<file path="config.mk">
export PLATFORM = sky130hd
export DESIGN_NAME = morse_code_keyer_top_flat
export DESIGN_NICKNAME = d
export VERILOG_FILES = /design/src/hw/rtl/mck_pkg.sv /design/src/hw/rtl/mck_if.sv /design/src/hw/rtl/mck_ctrl.sv /design/src/hw/rtl/mck_dp.sv /design/src/hw/rtl/morse_code_keyer_top.sv /design/src/flat_wrapper.sv
export SDC_FILE = /design/constraint.sdc
export NUM_CORES = 1
export LEC_CHECK = 0
export BUFFER_PORTS_ARGS = -buffer_cell sky130_fd_sc_hd__buf_2
export CORE_MARGIN = 5
export CORE_UTILIZATION = 55
export DETAILED_ROUTE_END_ITERATION = 10
export PLACE_DENSITY = 0.77
export SETUP_SLACK_MARGIN = 0.2
export SYNTH_ARGS = -nofsm -noshare
export SYNTH_HDL_FRONTEND = slang
export SYNTH_SLANG_ARGS = --single-unit
</file>
<file path="constraint.sdc">
create_clock -name clk -period 4.6 [get_ports clk]
set_clock_uncertainty 0.1 [all_clocks]
set_input_delay 0.23 -clock clk [delete_from_list [all_inputs] [get_ports clk]]
set_output_delay 0.23 -clock clk [all_outputs]
set_load 0.005 [all_outputs]
</file>
<file path="src/hw/rtl/mck_pkg.sv">
// Shared types, constants and the Morse table for the keyer.
`default_nettype none
package mck_pkg;

    localparam int CHAR_W = 8;
    localparam int DIT_W  = 16;
    localparam int DUR_W  = 18;
    localparam int IDX_W  = 3;

    localparam logic [DIT_W-1:0] DIT_RESET = 16'd100;
    localparam logic [IDX_W-1:0] MAX_LEN   = 3'd5;
    localparam logic [IDX_W-1:0] TOP_BIT   = 3'd4;

    localparam logic [7:0] LETTER_CODES [26] = '{
        8'h50, 8'h8E, 8'h8A, 8'h6C, 8'h30, 8'h9A, 8'h64, 8'h9E, 8'h58, 8'h90,
        8'h68, 8'h96, 8'h40, 8'h48, 8'h60, 8'h92, 8'h84, 8'h74, 8'h7C, 8'h20,
        8'h78, 8'h9C, 8'h70, 8'h8C, 8'h88, 8'h86
    };

    localparam logic [7:0] DIGIT_CODES [10] = '{
        8'hA0, 8'hB0, 8'hB8, 8'hBC, 8'hBE, 8'hBF, 8'hAF, 8'hA7, 8'hA3, 8'hA1
    };

    typedef enum logic [2:0] {
        ST_IDLE,
        ST_LOAD,
        ST_ON,
        ST_OFF,
        ST_GAP,
        ST_EOM
    } mck_state_t;

    typedef enum logic [1:0] {
        SEG_ELEM,
        SEG_SPACE,
        SEG_GAP
    } mck_seg_t;

    typedef struct packed {
        logic     load;
        logic     emit;
        mck_seg_t seg;
        logic     last;
        logic     step;
    } mck_cmd_t;

    typedef struct packed {
        logic out_free;
        logic len_zero;
        logic elem_last;
        logic eom;
    } mck_status_t;

    // Packed entry: length in [7:5], elements from bit 4 down (1 = dit).
    function automatic logic [7:0] code_lookup(input logic [CHAR_W-1:0] ch);
        logic [CHAR_W-1:0] off;
        logic [7:0]        code;
        code = 8'h00;
        off  = 8'h00;
        if (ch >= 8'h41 && ch <= 8'h5A) begin
            off  = ch - 8'h41;
            code = LETTER_CODES[off[4:0]];
        end
        else if (ch >= 8'h30 && ch <= 8'h39) begin
            off  = ch - 8'h30;
            code = DIGIT_CODES[off[3:0]];
        end
        return code;
    endfunction

endpackage : mck_pkg
`default_nettype wire

</file>
<file path="src/hw/rtl/mck_if.sv">
// Valid/ready channel interfaces for characters, key segments and configuration.
`default_nettype none
interface mck_char_if;
    import mck_pkg::*;

    logic              valid;
    logic              ready;
    logic [CHAR_W-1:0] character;
    logic              end_of_message;

    modport source (output valid, output character, output end_of_message, input ready);
    modport sink   (input valid, input character, input end_of_message, output ready);
endinterface : mck_char_if

interface mck_seg_if;
    import mck_pkg::*;

    logic             valid;
    logic             ready;
    logic             key_on;
    logic [DUR_W-1:0] duration_ms;
    logic             last;

    modport source (output valid, output key_on, output duration_ms, output last, input ready);
    modport sink   (input valid, input key_on, input duration_ms, input last, output ready);
endinterface : mck_seg_if

interface mck_cfg_if;
    import mck_pkg::*;

    logic             valid;
    logic             ready;
    logic [DIT_W-1:0] data;

    modport source (output valid, output data, input ready);
    modport sink   (input valid, input data, output ready);
endinterface : mck_cfg_if
`default_nettype wire

</file>
<file path="src/hw/rtl/mck_ctrl.sv">
// Keyer sequencer: walks the elements of one character, then the gaps.
`default_nettype none
module mck_ctrl (
    input  wire logic                 clk,
    input  wire logic                 rst_n,
    input  wire logic                 chr_valid,
    output logic                      chr_ready,
    input  wire mck_pkg::mck_status_t status,
    output mck_pkg::mck_cmd_t         cmd
);
    import mck_pkg::*;

    mck_state_t state_reg;
    mck_state_t state_next;

    always_ff @(posedge clk or negedge rst_n)
    begin
        if (!rst_n)
        begin
            state_reg <= ST_IDLE;
        end
        else
        begin
            state_reg <= state_next;
        end
    end

    always_comb
    begin
        state_next = state_reg;
        case (state_reg)
            ST_IDLE:
            begin
                if (chr_valid)
                    state_next = ST_LOAD;
            end
            ST_LOAD:
            begin
                state_next = status.len_zero ? ST_GAP : ST_ON;
            end
            ST_ON:
            begin
                if (status.out_free)
                    state_next = ST_OFF;
            end
            ST_OFF:
            begin
                if (status.out_free)
                    state_next = status.elem_last ? ST_GAP : ST_ON;
            end
            ST_GAP:
            begin
                if (status.out_free)
                    state_next = status.eom ? ST_EOM : ST_IDLE;
            end
            ST_EOM:
            begin
                if (status.out_free)
                    state_next = ST_IDLE;
            end
            default:
            begin
                state_next = ST_IDLE;
            end
        endcase
    end

    always_comb
    begin
        chr_ready = 1'b0;
        cmd       = '{load: 1'b0, emit: 1'b0, seg: SEG_GAP, last: 1'b0, step: 1'b0};
        case (state_reg)
            ST_IDLE:
            begin
                chr_ready = 1'b1;
                cmd.load  = chr_valid;
            end
            ST_LOAD:
            begin
            end
            ST_ON:
            begin
                cmd.emit = status.out_free;
                cmd.seg  = SEG_ELEM;
            end
            ST_OFF:
            begin
                cmd.emit = status.out_free;
                cmd.seg  = SEG_SPACE;
                cmd.step = status.out_free;
            end
            ST_GAP:
            begin
                cmd.emit = status.out_free;
                cmd.seg  = SEG_GAP;
                cmd.last = !status.eom;
            end
            ST_EOM:
            begin
                cmd.emit = status.out_free;
                cmd.seg  = SEG_GAP;
                cmd.last = 1'b1;
            end
            default:
            begin
            end
        endcase
    end

endmodule : mck_ctrl
`default_nettype wire

</file>
<file path="src/hw/rtl/mck_dp.sv">
// Keyer datapath: character code, element index, dit/dah times, output register.
`default_nettype none
module mck_dp (
    input  wire logic                        clk,
    input  wire logic                        rst_n,
    input  wire logic [mck_pkg::CHAR_W-1:0]  character,
    input  wire logic                        end_of_message,
    input  wire logic                        cfg_we,
    input  wire logic [mck_pkg::DIT_W-1:0]   cfg_data,
    input  wire mck_pkg::mck_cmd_t           cmd,
    output mck_pkg::mck_status_t             status,
    mck_seg_if.source                        seg
);
    import mck_pkg::*;

    logic [7:0]       code_reg;
    logic [IDX_W-1:0] len_reg;
    logic [IDX_W-1:0] idx_reg;
    logic             eom_reg;
    logic [DIT_W-1:0] dit_reg;
    logic [DUR_W-1:0] dah_reg;
    logic             out_valid_reg;
    logic             out_key_reg;
    logic [DUR_W-1:0] out_dur_reg;
    logic             out_last_reg;

    logic [7:0]       code_next;
    logic [IDX_W-1:0] len_next;
    logic [DUR_W-1:0] dit_ext;
    logic [DUR_W-1:0] dah_next;
    logic             elem_dit;
    logic             out_key_next;
    logic [DUR_W-1:0] out_dur_next;

    assign code_next = code_lookup(character);
    assign len_next  = (code_next[7:5] > MAX_LEN) ? MAX_LEN : code_next[7:5];
    assign dah_next  = {2'b00, cfg_data} + {1'b0, cfg_data, 1'b0};
    assign dit_ext   = {2'b00, dit_reg};
    assign elem_dit  = code_reg[TOP_BIT - idx_reg];

    assign status.out_free  = !out_valid_reg || seg.ready;
    assign status.len_zero  = (len_reg == '0);
    assign status.elem_last = (idx_reg == len_reg - 3'd1);
    assign status.eom       = eom_reg;

    always_comb
    begin
        out_key_next = 1'b0;
        out_dur_next = dah_reg;
        case (cmd.seg)
            SEG_ELEM:
            begin
                out_key_next = 1'b1;
                out_dur_next = elem_dit ? dit_ext : dah_reg;
            end
            SEG_SPACE:
            begin
                out_dur_next = dit_ext;
            end
            SEG_GAP:
            begin
                out_dur_next = dah_reg;
            end
            default:
            begin
                out_dur_next = dah_reg;
            end
        endcase
    end

    // dah time kept precomputed; only changes on a config transaction
    always_ff @(posedge clk or negedge rst_n)
    begin
        if (!rst_n)
        begin
            dit_reg <= DIT_RESET;
            dah_reg <= {2'b00, DIT_RESET} + {1'b0, DIT_RESET, 1'b0};
        end
        else if (cfg_we)
        begin
            dit_reg <= cfg_data;
            dah_reg <= dah_next;
        end
    end

    always_ff @(posedge clk or negedge rst_n)
    begin
        if (!rst_n)
        begin
            idx_reg       <= '0;
            out_valid_reg <= 1'b0;
        end
        else
        begin
            if (cmd.load)
                idx_reg <= '0;
            else if (cmd.step)
                idx_reg <= idx_reg + 3'd1;

            if (cmd.emit)
                out_valid_reg <= 1'b1;
            else if (seg.ready)
                out_valid_reg <= 1'b0;
        end
    end

    always_ff @(posedge clk)
    begin
        if (cmd.load)
        begin
            code_reg <= code_next;
            len_reg  <= len_next;
            eom_reg  <= end_of_message;
        end
        if (cmd.emit)
        begin
            out_key_reg  <= out_key_next;
            out_dur_reg  <= out_dur_next;
            out_last_reg <= cmd.last;
        end
    end

    assign seg.valid       = out_valid_reg;
    assign seg.key_on      = out_key_reg;
    assign seg.duration_ms = out_dur_reg;
    assign seg.last        = out_last_reg;

    a_load_no_emit: assert property (@(posedge clk) disable iff (!rst_n)
        cmd.load |-> !cmd.emit)
        else $error("load and emit in the same cycle");

    a_emit_free: assert property (@(posedge clk) disable iff (!rst_n)
        cmd.emit |-> (!out_valid_reg || seg.ready))
        else $error("segment overwritten before transaction");

    a_last_is_off: assert property (@(posedge clk) disable iff (!rst_n)
        (out_valid_reg && out_last_reg) |-> !out_key_reg)
        else $error("final segment has key on");

    a_idx_range: assert property (@(posedge clk) disable iff (!rst_n)
        cmd.step |-> (idx_reg < len_reg))
        else $error("element index past character length");

endmodule : mck_dp
`default_nettype wire

</file>
<file path="src/hw/rtl/morse_code_keyer_top.sv">
// Morse keyer: one ASCII character in, timed key segments out.
// After the character transaction the sequencer passes ST_LOAD, then registers the first segment.
// Throughput: one segment per cycle while the output register is free (empty or seg.ready);
// the sequencer visits one segment per state step, with ST_IDLE and ST_LOAD between characters.
// Next character is taken while the final segment still waits in the output register.
// Reset: sequencer idle, output empty, dit time 100 ms.
`default_nettype none
module morse_code_keyer_top (
    input  wire logic clk,
    input  wire logic rst_n,
    mck_char_if.sink  chr,
    mck_seg_if.source seg,
    mck_cfg_if.sink   cfg
);
    import mck_pkg::*;

    mck_cmd_t    cmd;
    mck_status_t status;

    assign cfg.ready = 1'b1;

    mck_ctrl u_ctrl (
        .clk       (clk),
        .rst_n     (rst_n),
        .chr_valid (chr.valid),
        .chr_ready (chr.ready),
        .status    (status),
        .cmd       (cmd)
    );

    mck_dp u_dp (
        .clk            (clk),
        .rst_n          (rst_n),
        .character      (chr.character),
        .end_of_message (chr.end_of_message),
        .cfg_we         (cfg.valid),
        .cfg_data       (cfg.data),
        .cmd            (cmd),
        .status         (status),
        .seg            (seg)
    );

endmodule : morse_code_keyer_top
`default_nettype wire

</file>
<file path="src/flat_wrapper.sv">
// flat-port wrapper written by rule: the top's interface ports become plain ports
module morse_code_keyer_top_flat import mck_pkg::*;
  (clk, rst_n, chr_valid, chr_character, chr_end_of_message, chr_ready, seg_valid, seg_key_on, seg_duration_ms, seg_last, seg_ready, cfg_valid, cfg_data, cfg_ready);
  mck_char_if chr_i ();
  mck_seg_if seg_i ();
  mck_cfg_if cfg_i ();
  input  wire logic clk;
  input  wire logic rst_n;
  input wire logic [$bits(chr_i.valid)-1:0] chr_valid;
  input wire logic [$bits(chr_i.character)-1:0] chr_character;
  input wire logic [$bits(chr_i.end_of_message)-1:0] chr_end_of_message;
  output wire logic [$bits(chr_i.ready)-1:0] chr_ready;
  output wire logic [$bits(seg_i.valid)-1:0] seg_valid;
  output wire logic [$bits(seg_i.key_on)-1:0] seg_key_on;
  output wire logic [$bits(seg_i.duration_ms)-1:0] seg_duration_ms;
  output wire logic [$bits(seg_i.last)-1:0] seg_last;
  input wire logic [$bits(seg_i.ready)-1:0] seg_ready;
  input wire logic [$bits(cfg_i.valid)-1:0] cfg_valid;
  input wire logic [$bits(cfg_i.data)-1:0] cfg_data;
  output wire logic [$bits(cfg_i.ready)-1:0] cfg_ready;
  assign chr_i.valid = chr_valid;
  assign chr_i.character = chr_character;
  assign chr_i.end_of_message = chr_end_of_message;
  assign chr_ready = chr_i.ready;
  assign seg_valid = seg_i.valid;
  assign seg_key_on = seg_i.key_on;
  assign seg_duration_ms = seg_i.duration_ms;
  assign seg_last = seg_i.last;
  assign seg_i.ready = seg_ready;
  assign cfg_i.valid = cfg_valid;
  assign cfg_i.data = cfg_data;
  assign cfg_ready = cfg_i.ready;
  morse_code_keyer_top u_core (.clk(clk), .rst_n(rst_n), .chr(chr_i), .seg(seg_i), .cfg(cfg_i));
endmodule
</file>
Word-level counts from Yosys, hierarchy flattened

Memories as Yosys holds them, arrays and structs flattened.
Cells that the tools add are included.

Word-level logic and storage cells: 82
Register bits: 73
Bits of input ports: 30
Memories kept: 2
Bits in read-only memories: 384
Output and inout port bits: 23

Memory list:

| memory          | words | width | read ports | clocked after memory_dff | write ports | line          | RTL |
|---|---|---|---|---|---|---|---|
| (no name shown) | 32    | 8     | 1          | 0                        | 0           | mck_pkg.sv:62 | `code = LETTER_CODES[off[4:0]];` |
| (no name shown) | 16    | 8     | 1          | 0                        | 0           | mck_pkg.sv:66 | `code = DIGIT_CODES[off[3:0]];` |

Reductions and logical operators: 12
Eq/ne operators: 12
Bitwise logic cells: 2
$add $sub $neg: 6
Magnitude comparators: 8
Mux-type cells: 29

Operators with widths:

| kind                                                                                | number |
|---|---|
| 8-bit 2-to-1 mux                                                                    | 6 |
| 18-bit one-hot mux with 2 select lines                                              | 1 |
| 3-bit 2-to-1 mux                                                                    | 10 |
| 16-bit by 17-bit adder with 18-bit output                                           | 1 |
| 18-bit 2-to-1 mux                                                                   | 1 |
| 3-bit one-hot mux with 6 select lines                                               | 1 |
| 2-bit != test, second input constant                                                | 5 |
| 3-bit one-hot mux with 3 select lines                                               | 1 |
| 8-bit by 6-bit greater-or-equal comparator with 1-bit output, second input constant | 1 |
| 8-bit by 7-bit greater-or-equal comparator with 1-bit output, second input constant | 1 |
| 8-bit by 6-bit less-or-equal comparator with 1-bit output, second input constant    | 1 |
| 8-bit by 7-bit less-or-equal comparator with 1-bit output, second input constant    | 1 |
| 1-bit 2-to-1 mux                                                                    | 7 |
| 3-bit by 2-bit == test with 1-bit output, second input constant                     | 2 |
| 3-bit == test, second input constant                                                | 2 |
| 6-bit greater-or-equal comparator, second input constant                            | 1 |
| 3-bit zero test                                                                     | 2 |
| 5-bit inverter with 6-bit output                                                    | 1 |
| 5-bit greater-or-equal comparator, second input constant                            | 1 |
| 4-bit inverter with 5-bit output                                                    | 1 |
| 5-bit AND reduction                                                                 | 1 |
| 5-bit by 1-bit subtractor with 5-bit output, second input constant                  | 1 |
| 3-bit by 4-bit less-than comparator with 1-bit output, second input constant        | 1 |
| 2-bit nonzero test                                                                  | 2 |
| other kinds (15)                                                                    | 17 |

Longest topological paths before layout

Gate-level depths: netlist of the first run.

Word-level depth: 8
Gate-level depth with buffers: 12
Depth with buffers taken out: 10

Modules after synthesis

Synthesis of the first run repeated with hierarchy kept, for this count alone.

Cells, all modules: 418
Area, all modules: 4541.9 sq um

Modules (own cells, without submodules):

| module               | times used | cells each | seq. area each (sq um) | area an instance (sq um) |
|---|---|---|---|---|
| mck_dp               | 1          | 382        | 1895.6                 | 4257.8 |
| mck_ctrl             | 1          | 34         | 75.1                   | 272.8 |
| morse_code_keyer_top | 1          | 2          | 0.0                    | 11.3 |

Worst setup path after synthesis of the first run

Ideal clock, no wire load.

Path kind: input-to-reg
From: input port chr_character[1]
To: register u_core.u_dp.len_reg[1] (data pin)
Arrival: 2.134 ns
Path buffers: 3
Setup time: 0.268 ns
Data required time: 4.232 ns
Stages on the path: 12
Slack: 2.098 ns
Cell sequence: buf_2 inv_1 ha_1 inv_1 ha_1 clkbuf_1 clkbuf_1 a21oi_1 nor2_1 nor2_1 o21ai_0 nor2b_1

Word-level cells in the longest chain between the ends: 8
Elaborated cells between the ends (all ways): 19
Classes of those cells: add/sub: 2; order compare: 5; mux: 6; bitwise: 2; reduce/logical: 2; memory: 2

RTL lines:

| what                                                   | line               | RTL |
|---|---|---|
| start: declaration                                     | flat_wrapper.sv:10 | `input wire logic [$bits(chr_i.character)-1:0] chr_character;` |
| 4-bit by 1-bit subtractor with 4-bit output            | mck_pkg.sv:65      | `off = ch - 8'h30;` |
| 4-bit inverter with 5-bit output (implied by the code) | mck_pkg.sv:66      |  |
| memory 16 x 8 bit                                      | --                 |  |
| 8-bit 2-to-1 mux (implied by the code) (2 in series)   | mck_pkg.sv:66      |  |
| 8-bit 2-to-1 mux                                       | mck_pkg.sv:64      | `else if (ch >= 8'h30 && ch <= 8'h39) begin` |
| 8-bit 2-to-1 mux (*)                                   | mck_pkg.sv:60      | `if (ch >= 8'h41 && ch <= 8'h5A) begin` |
| 3-bit greater-than comparator                          | mck_dp.sv:36       | `assign len_next = (code_next[7:5] > MAX_LEN) ? MAX_LEN : code_next[7:5];` |
| end signal: assignment                                 | mck_dp.sv:112      | `len_reg <= len_next;` |
| end: declaration                                       | mck_dp.sv:17       | `logic [IDX_W-1:0] len_reg;` |

Every way passes the cells marked *; elsewhere a longest branch is shown, timed or not. The select of a mux whose other input is x is not followed.
A chain may end at the register's enable or synchronous reset.

Final worst setup path of the first run

From: register u_core.u_dp.idx_reg[0]
To: register u_core.u_dp.out_dur_reg[11] (netlist: u_core.u_dp.seg.duration_ms[11]) (data pin)

Word-level cells in the longest chain between the ends: 5

RTL lines:

| what                                      | line          | RTL |
|---|---|---|
| start: declaration                        | mck_dp.sv:18  | `logic [IDX_W-1:0] idx_reg;` |
| start signal: assignment                  | mck_dp.sv:98  | `idx_reg <= idx_reg + 3'd1;` |
| 3-bit subtractor                          | mck_dp.sv:39  | `assign elem_dit = code_reg[TOP_BIT - idx_reg];` |
| 1-bit binary-select mux with 3-bit select | mck_dp.sv:39  |  |
| 1-bit 2-to-1 mux (implied by the code)    | mck_dp.sv:39  |  |
| 18-bit 2-to-1 mux                         | mck_dp.sv:54  | `out_dur_next = elem_dit ? dit_ext : dah_reg;` |
| 18-bit one-hot mux with 2 select lines    | mck_dp.sv:50  | `case (cmd.seg)` |
| net u_core.u_dp.out_dur_next[11]          | mck_dp.sv:33  | `logic [DUR_W-1:0] out_dur_next;` |
| end signal: assignment                    | mck_dp.sv:118 | `out_dur_reg <= out_dur_next;` |
| end: declaration                          | mck_dp.sv:24  | `logic [DUR_W-1:0] out_dur_reg;` |

The timed path passes the listed nets, and every way through them passes these cells. The select of a mux whose other input is x is not followed.

==> results.tsv, run 1 <==
stage	metric	value	unit
sta	RSZ-0062 raised after global routing	false	
sta	Period minus WS final	2.88	ns
power_and_ir_drop	Switching Power	0.711	mW
sta	final worst setup slack	1.72	ns
grt	total gr overflow	0	
setup_path	Setup Crit Path Kind	flip-flop to flip-flop	
drt	number of vias per cell	5.75	
hold_path	Hold Path Class	input pin to flip-flop	
clock_tree	latest clock arrival within the worst-skew pair	0.34	ns
synthesis	Unique masters post-synth	61	
drt	via count	3260	
setup_path	CP startpoint kind	flip-flop	
grt	largest net degree at the start of global routing	41	
final_layout	max FFs per register	18	
power_and_ir_drop	Power Internal	1.43	mW
power_and_ir_drop	Leak	2.15	nW
setup_path	Max stage delay on crit path	0.58	ns
clock_tree	total CTS buffers	9	
sta	Worst-Margin Slew	1.12	ns
place	placed insts	549	
power_and_ir_drop	Clk pwr share	21.2	%
clock_tree	Clock Pin Slew Worst Setup and Hold Paths	0.09	ns
setup_path	CP endpoint kind	flip-flop	
hold_path	Hold Path Sink	u_core.u_dp.dit_reg[0]	
setup_path	Critical Path Source	u_core.u_dp.idx_reg[0]	
drt	drt first pass iters	5	
synthesis	Synth Register Bits	72	
drt	drt total wl	8940	µm
synthesis	Syn Inst Count	411	
sta	hold_ws	0.0444	ns
setup_path	Crit Path Max Fanout	18	
setup_path	crit path DAT	2.88	ns
power_and_ir_drop	Reg power frac	46.1	%
setup_path	worst path required time	4.60	ns
sta	final setup violation count	0	
clock_tree	CTS root buffer	clkbuf_8	
final_layout	ANT cells	0	
grt	number of global-route vias before repair	3210	
setup_path	Worst R2R End	u_core.u_dp.seg.duration_ms[11]	
floorplan	Initial Utilization	55.5	%
grt	total track usage	18.7	%
clock_tree	total clock sinks	72	
flow_run	maximum capacitance violations	0	
floorplan	cell row count	33	
synthesis	Top FF cell, synth	dfrtp_1	
sta	max-slew violations	0	
synthesis	Post-synth EDFFs	32	
place	PortBufs	51	
floorplan	total core area	8090	µm²
sta	Max Fclk	0.347	GHz
grt	first-pass GRT wire length	15100	µm
setup_path	R2R depth	6	
synthesis	Mapped Area	4490	µm²
synthesis	syn_nets	472	
synthesis	Warnings, synthesis	0	
run_status	outcome	complete, no violations	
power_and_ir_drop	Comb pwr share	32.7	%
final_layout	P&R area growth vs syn	11.0	%
sta	Setup TNS	0	ns
power_and_ir_drop	switching part of the total	33.2	%
synthesis	Post-synth ARST share	55.6	%
floorplan	Die W	100	µm
final_layout	ratio of cells with drive above 1 in the final layout	26.8	%
place	GP Congestion	0.893	
clock_tree	clk buf depth	2	
synthesis	Seq/Total Area, Yosys	43.9	%
final_layout	Finished Layout Cells	567	
final_layout	end-of-flow core utilization	61.6	%
clock_tree	CTS resizes	0	
synthesis	Mapped Avg Cell Area	10.9	µm²
hold_path	launch point of the worst hold path	cfg_data[0]	
setup_path	Reg2Reg Setup Slack	1.72	ns
drt	DRC	0	
sta	final cycle utilization of the critical path	62.6	%
setup_path	Critical Path Slowest Stage Cell	o21ai_4	
sta	Final Hold Viols	0	
sta	Max-slew headroom	25.5	%
setup_path	worst reg2reg startpoint	u_core.u_dp.idx_reg[0]	
hold_path	hold depth	2	
power_and_ir_drop	Peak supply drop	0.157	mV
floorplan	I/O Pins	53	
floorplan	Die Height	100	µm
clock_tree	CTS H-tree depth	3	
clock_tree	CTS tree	done	
place	Final HPWL DP	6420	µm
drt	drt wl/cell	15.8	µm
grt	initial antenna violation count	0	
power_and_ir_drop	power density over the cells	429	nW/µm²
place	pre-CTS setup slack	1.51	ns
final_layout	Final nets	518	
setup_path	Cell Chain, Critical Path	inv_1 > ha_1 > mux4_1 > mux2_4 > o21ai_4 > mux2_2	
drt	Antenna Nets Post-Route	0	
drt	Initial DRC Count	138	
floorplan	die area	10100	µm²
==> layout make-up <==
cell class / instances / area, µm²
multi-input cells: 308 / 2380
inverters: 13 / 48.8
fillers: 681 / 3110
clock buffers: 9 / 124
well taps: 105 / 131
flip-flops and latches: 72 / 1970
clock inverters: 7 / 55.1
repair buffers: 53 / 275
==> worst max-delay path, delay by kind of cell, from the launching register on <==
| kind | cells | cell delay, ns |
|---|---|---|
| mux | 3 | 1.01 |
| flops | 1 | 0.49 |
| fa+ha+maj | 1 | 0.34 |
| buf+inv | 1 | 0.11 |
| compound gates | 1 | 0.58 |
==> logic make-up (layout without fill, tap and decap cells) <==
family | count (synthesis) | in the layout | synth area share, %
buf+inv | 31 | 82 | 3.15
flops | 72 | 72 | 43.9
simple gates | 109 | 109 | 12.1
compound gates | 96 | 96 | 14.0
other cells | 1 | 1 | 0.0835
fa+ha+maj | 31 | 31 | 8.80
xor+xnor | 22 | 22 | 4.63
mux | 49 | 49 | 13.3
==> Yosys cell counts (all sizes together) (4+ instances only) <==
cell type  instances  area, µm²
a211o              4       35.0
a21o               9       67.6
a21oi             25        125
a31oi              4       25.0
and2               4       27.5
buf                8       55.0
clkbuf            10       37.5
dfrtp             33        826
dfstp              7        184
edfxtp            32        961
ha                30        375
inv               13       48.8
mux2              39        465
mux2i              8       80.1
nand2             21       78.8
nand2b             6       37.5
nand3             12       60.1
nand4              4       25.0
nor2              31        116
nor2b              7       43.8
nor3               8       40.0
o21ai             25        136
o21bai             5       37.5
or3                5       31.3
xnor2             15        139
xor2               7       68.8
==> cells in the final DEF, fill, tap and decap left out, types with 3 or more instances in the layout <==
cell type / instances
buf_2: 51
dfrtp_1: 33
mux2_2: 32
edfxtp_1: 32
nor2_1: 30
ha_1: 30
a21oi_1: 25
o21ai_0: 24
nand2_1: 21
xnor2_1: 14
inv_1: 13
nand3_1: 12
a21o_1: 9
clkbuf_8: 9
mux2i_1: 8
nor3_1: 8
mux2_4: 7
nor2b_1: 7
dfstp_2: 7
nand2b_1: 6
xor2_1: 6
or3_1: 5
o21bai_1: 5
a211o_1: 4
nand4_1: 4
a31oi_1: 4
clkinvlp_4: 3
==> stage by stage <==
step	power (mW)	area, µm²
detailed placement	1.70	4790
global route	2.28	4990
global placement	1.67	4790
CTS	2.16	4990
floorplan	1.49	4490
finish	2.14	4990
==> power groups by stage <==
stage	sequential [mW]	clock, mW	combinational, mW
floorplan	0.976	0	0.509
global placement	0.992	0	0.680
detailed placement	1.00	0	0.703
CTS	0.988	0.464	0.707
global route	1.01	0.495	0.773
finish	0.986	0.453	0.700
==> what timing repair did <==
item                      in CTS  in global routing
hold buffers                   2                  0
buffers inserted               0                  0
hold endpoints to repair      34                  0
==> how the worst max path moves through the flow <==
stage,depth (start not counted),slack [ns],to
2_1_floorplan,12,2.10,u_core.u_dp.len_reg[1]
3_3_place_gp,11,1.62,u_core.u_dp.len_reg[0]
3_5_place_dp,11,1.51,u_core.u_dp.len_reg[0]
4_1_cts,6,1.70,u_core.u_dp.seg.duration_ms[11]
5_1_grt,11,1.57,u_core.u_dp.code_reg[7]
6_report,6,1.72,u_core.u_dp.seg.duration_ms[11]
==> layer usage <==
metal  global-route usage (%)  routed length [µm]
met1                     26.6                4130
met2                     29.2                4130
met3                     2.99                 502
met4                     6.11                 172
met5                        0                   0
(Power assumes the default switching activity.)
==> run 2: changes to the inputs <==
--- a/config.mk
+++ b/config.mk
@@ -7,7 +7,7 @@
 export LEC_CHECK = 0
 export BUFFER_PORTS_ARGS = -buffer_cell sky130_fd_sc_hd__buf_2
 export CORE_MARGIN = 5
-export CORE_UTILIZATION = 55
+export CORE_UTILIZATION = 53
 export DETAILED_ROUTE_END_ITERATION = 10
 export PLACE_DENSITY = 0.77
 export SETUP_SLACK_MARGIN = 0.2
==> constraint.sdc (replaced) <==
create_clock -name clk -period 2.5 [get_ports clk]
set_clock_uncertainty 0.1 [all_clocks]
set_input_delay 0.125 -clock clk [delete_from_list [all_inputs] [get_ports clk]]
set_output_delay 0.125 -clock clk [all_outputs]
set_load 0.005 [all_outputs]
==> run 2 against run 1 <==
Sequential share of layout area down 3.2 points. Cell area up 8.8%. Via count up 4.9%. Cell count up 6.3%.
==> results.tsv, run 2 (same netlist as run 1, synthesis figures left out) <==
stage	metric	value	unit
run_status	outcome	complete, no violations	
sta	final setup violation count	0	
drt	drt first pass iters	4	
final_layout	commonest non-fill, non-tap cell in the layout	buf_2	
clock_tree	clk buf depth	2	
setup_path	Crit Path Max Fanout	9	
setup_path	CP startpoint kind	flip-flop	
floorplan	total core area	8220	µm²
final_layout	ratio of cells with drive above 1 in the final layout	30.7	%
power_and_ir_drop	power density over the cells	809	nW/µm²
power_and_ir_drop	Leak	2.36	nW
setup_path	Critical Path Slowest Stage Cell	dfrtp_2	
power_and_ir_drop	Peak supply drop	0.293	mV
floorplan	cell row count	33	
setup_path	WP buf/inv	2	
floorplan	die area	10400	µm²
final_layout	Final nets	554	
drt	drt wl/cell	16.2	µm
sta	Period minus WS final	2.39	ns
setup_path	crit path DAT	2.39	ns
final_layout	P&R area growth vs syn	20.8	%
grt	first-pass GRT wire length	15700	µm
sta	max-slew violations	0	
setup_path	Setup Crit Path Kind	flip-flop to flip-flop	
setup_path	worst path required time	2.50	ns
floorplan	I/O Pins	53	
clock_tree	total clock sinks	72	
clock_tree	latest clock arrival within the worst-skew pair	0.35	ns
drt	number of vias per cell	5.67	
drt	drt total wl	9800	µm
clock_tree	CTS tree	done	
hold_path	Hold Path Class	input pin to flip-flop	
place	GP Congestion	0.846	
setup_path	CP endpoint kind	flip-flop	
clock_tree	CTS root buffer	clkbuf_8	
floorplan	Die W	102	µm
place	Final HPWL DP	6490	µm
drt	Antenna Nets Post-Route	0	
setup_path	Cell Chain, Critical Path	inv_2 > ha_4 > mux4_2 > mux2_4 > o21ai_4 > buf_12 > mux2_2	
grt	total track usage	19.2	%
place	Placed Area	4920	µm²
grt	number of global-route vias before repair	3283	
drt	Initial DRC Count	166	
sta	Worst-Margin Slew	0.935	ns
drt	via count	3419	
sta	final cycle utilization of the critical path	95.5	%
final_layout	max FFs per register	18	
sta	RSZ-0062 raised after global routing	true	
setup_path	Max stage delay on crit path	0.40	ns
final_layout	ANT cells	0	
final_layout	fin area	5430	µm²
clock_tree	Clock Pin Slew Worst Setup and Hold Paths	0.07	ns
place	PortBufs	51	
floorplan	Die Height	102	µm
grt	initial antenna violation count	0	
clock_tree	CTS H-tree depth	3	
drt	DRC	0	
sta	Setup TNS	0	ns
final_layout	most frequent cells in the layout	51 x buf_2, 32 x mux2_2, 32 x dfrtp_1, 32 x edfxtp_1, 30 x nor2_1	
clock_tree	total CTS buffers	9	
sta	Max Fclk	0.419	GHz
sta	Max-slew headroom	37.6	%
grt	largest net degree at the start of global routing	41	
floorplan	Initial Utilization	54.7	%
sta	Final Hold Viols	0	
grt	total gr overflow	0	
setup_path	Top delay family on crit path	multiplexers	
flow_run	maximum capacitance violations	0	
==> run 2: tightest hold or removal path, cell delays in order <==
cell	delay, ns
buf_2	0.09
a22oi_1	0.07
o22ai_1	0.14
==> run 2: routing by layer <==
metal,vias up,GRT usage (%),part of all wire (%)
met5,-,0,0
met4,0,7.47,1.8
met3,15,3.41,5.8
met2,112,30.3,47
met1,1618,26.3,45
li1,1674,-,-
==> run 2: where the power goes <==
group | leakage, nW | internal [mW] | switching [mW] | total (mW)
clock network | 0.122 | 0.650 | 0.433 | 1.08
registers | 0.773 | 1.64 | 0.137 | 1.78
logic | 1.47 | 0.767 | 0.757 | 1.52
==> run 2: path summary, 6_finish.rpt <==
kind	from	cells past startpoint	slack [ns]	endpoint
worst max-delay path	u_core.u_dp.idx_reg[0]	7	0.11	u_core.u_dp.seg.duration_ms[12]
worst min-delay path	chr_valid	3	0.03	u_core.u_ctrl.state_reg[0]
worst max register to register	u_core.u_dp.idx_reg[0]	7	0.11	u_core.u_dp.seg.duration_ms[12]
worst min register to register	u_core.u_dp.dit_reg[0]	0	0.36	u_core.u_dp.seg.duration_ms[0]
max in group asynchronous	rst_n	2	1.31	u_core.u_dp.idx_reg[0]
min in group asynchronous	rst_n	2	0.35	u_core.u_dp.dit_reg[0]
==> run 2: timing repair <==
item | in CTS | in global routing
gates resized for setup | 0 | 6
cloned | 0 | 1
pin swaps | 0 | 1
buffers inserted | 2 | 3
endpoints found under the hold margin | 49 | 0
endpoints found under the setup margin | 14 | 19
hold buffers | 17 | 0
==> run 2: cell type report <==
class                   count  area, µm²
well taps                 105        131
clock inverters             4       73.8
fillers                   642       2790
flip-flops and latches     72       1970
multi-input cells         308       2420
inverters                  13       48.8
clock buffers              12        166
repair buffers             89        613
==> run 2: per-stage QoR <==
step                utilization (%)  setup slack [ns]  cells  power [mW]  hold slack (ns)
CTS                            65.1             0.114    599        4.34           0.0233
finish                         66.0             0.114    603        4.39           0.0273
global placement               59.9             0.107    564        3.16            0.206
detailed placement             59.9            0.0876    564        3.22            0.204
global route                   66.0            0.0219    603        4.66           0.0560
floorplan                         -             0.111    411        2.76           -0.271
==> run 3: changes to the inputs <==
==> constraint.sdc (replaced) <==
create_clock -name clk -period 2.5 [get_ports clk]
set_clock_uncertainty 0.1 [all_clocks]
set_input_delay 0.25 -clock clk [delete_from_list [all_inputs] [get_ports clk]]
set_output_delay 0.25 -clock clk [all_outputs]
set_load 0.005 [all_outputs]
==> run 3 against run 2 <==
Clock power down 25%. Largest cell class unchanged. Non-clock buffer count decreased by 5. Utilization fell by 1.1 points. Critical path depth is 1 higher. Clock-buffer cell count unchanged. Cell count decreased by 1.0%.
==> results.tsv, run 3 (same netlist as run 1, synthesis figures left out) <==
stage	metric	value	unit
sta	Worst-Margin Slew	0.921	ns
power_and_ir_drop	power density over the cells	799	nW/µm²
setup_path	CP endpoint kind	flip-flop	
power_and_ir_drop	Peak supply drop	0.359	mV
sta	final setup violation count	0	
place	GP Congestion	0.881	
sta	Max Fclk	0.415	GHz
power_and_ir_drop	Power Internal	2.92	mW
setup_path	Crit Path Max Fanout	5	
clock_tree	clk buf depth	2	
grt	first-pass GRT wire length	16500	µm
drt	Antenna Nets Post-Route	0	
clock_tree	Clock Pin Slew Worst Setup and Hold Paths	0.08	ns
drt	number of vias per cell	5.74	
place	PortBufs	51	
floorplan	Initial Utilization	54.7	%
floorplan	I/O Pins	53	
power_and_ir_drop	Leak	2.37	nW
final_layout	P&R area growth vs syn	18.7	%
final_layout	most frequent cells in the layout	51 x buf_2, 32 x dfrtp_1, 32 x edfxtp_1	
grt	number of global-route vias before repair	3494	
final_layout	Final nets	549	
floorplan	Die W	102	µm
power_and_ir_drop	Reg power frac	42.0	%
final_layout	register area	1970	µm²
power_and_ir_drop	Switching Power	1.34	mW
final_layout	ratio of cells with drive above 1 in the final layout	32.5	%
setup_path	CP startpoint kind	flip-flop	
setup_path	crit path DAT	2.40	ns
power_and_ir_drop	Clk pwr share	19.1	%
sta	RSZ-0062 raised after global routing	true	
drt	drt total wl	9730	µm
place	Final HPWL DP	6780	µm
final_layout	max FFs per register	18	
floorplan	cell row count	33	
clock_tree	CTS H-tree depth	3	
sta	Final Hold Viols	0	
place	Placed Area	4970	µm²
final_layout	commonest non-fill, non-tap cell in the layout	buf_2	
final_layout	Multi-input gate area	2430	µm²
power_and_ir_drop	switching part of the total	31.5	%
hold_path	Hold Path Class	input pin to flip-flop	
drt	drt first pass iters	4	
drt	Initial DRC Count	186	
flow_run	maximum capacitance violations	0	
clock_tree	latest clock arrival within the worst-skew pair	0.34	ns
setup_path	worst path required time	2.49	ns
sta	max-slew violations	0	
power_and_ir_drop	Comb pwr share	39.0	%
floorplan	Die Height	102	µm
drt	DRC	0	
final_layout	ANT cells	0	
sta	Period minus WS final	2.41	ns
clock_tree	CTS root buffer	clkbuf_8	
clock_tree	CTS tree	done	
grt	largest net degree at the start of global routing	41	
final_layout	filler cell count	667	
grt	total track usage	20.1	%
final_layout	fin area	5330	µm²
floorplan	total core area	8220	µm²
grt	initial antenna violation count	0	
clock_tree	total clock sinks	72	
sta	hold_ws	0.0687	ns
grt	total gr overflow	0	
clock_tree	total CTS buffers	9	
floorplan	die area	10400	µm²
run_status	outcome	complete, no violations	
drt	drt wl/cell	16.3	µm
setup_path	Setup Crit Path Kind	flip-flop to flip-flop	
drt	via count	3424	
sta	Max-slew headroom	38.6	%
sta	final cycle utilization of the critical path	96.4	%
==> run 3: cell types whose count changed in the layout (fill, tap and decap cells not counted), sizes merged <==
cell	previous run	this run
clkinvlp	0	1
buf	71	82
bufinv	2	0
clkbuf	13	12
dlygate4sd3	17	2
==> run 3: routing by layer <==
metal	track usage [%]	part of all wire, %	vias to the layer above
met2	32.5	48	102
met1	26.7	44	1636
li1	-	-	1667
met4	8.27	2.4	0
met3	3.62	5.7	19
met5	0	0	-
==> run 3: timing repair <==
action                                  CTS  global route
gates cloned                              2             0
buffers inserted                          7             2
resized for setup                         9             7
hold buffers                              2             0
endpoints found under the setup margin   14            16
pin swaps                                 2             0
hold endpoints to repair                 34             0
==> run 3: final timing paths <==
path                                              from                              to  slack, ns  cells past startpoint
worst min register to register  u_core.u_dp.dit_reg[0]  u_core.u_dp.seg.duration_ms[0]       0.38                      0
worst max register to register  u_core.u_dp.idx_reg[0]  u_core.u_dp.seg.duration_ms[7]       0.09                      8
max in group asynchronous                        rst_n          u_core.u_dp.idx_reg[0]       1.13                      2
worst max-delay path            u_core.u_dp.idx_reg[0]  u_core.u_dp.seg.duration_ms[7]       0.09                      8
min in group asynchronous                        rst_n          u_core.u_dp.dit_reg[4]       0.52                      2
worst min-delay path                       cfg_data[0]          u_core.u_dp.dit_reg[0]       0.07                      2
==> run 3: per-stage QoR <==
stage	TNS [ns]	instances	total power, mW	utilization (%)	worst slack, ns
after global placement	0	569	3.17	60.5	0.0440
after global routing	0	597	4.53	64.9	0.00293
final	0	597	4.26	64.9	0.0894
after floorplan	0	411	2.76	-	0.111
after detailed placement	-0.00167	569	3.24	60.5	-0.00167
after CTS	0	595	4.23	64.4	0.0937
==> run 3: cell type report <==
class / count / share of cell area [%]
well taps: 105 / 2.46
clock buffers: 12 / 2.91
flip-flops and latches: 72 / 37.0
clock inverters: 3 / 0.329
inverters: 13 / 0.915
multi-input cells: 308 / 45.6
repair buffers: 84 / 10.8
==> run 3: critical path, stage by stage (launching register included) <==
cell and delay, ns:
dfrtp_2 0.41, inv_2 0.07, ha_4 0.27, mux4_2 0.27, mux2_4 0.29, o21ai_4 0.16
buf_6 0.15, buf_12 0.13, mux2_4 0.30
==> run 3: power by group through the flow <==
stage	registers (mW)	clock network [mW]	logic, mW
final	1.79	0.812	1.66
after global routing	1.83	0.881	1.82
after CTS	1.79	0.826	1.61
after detailed placement	1.82	0	1.43
after global placement	1.80	0	1.37
after floorplan	1.80	0	0.958
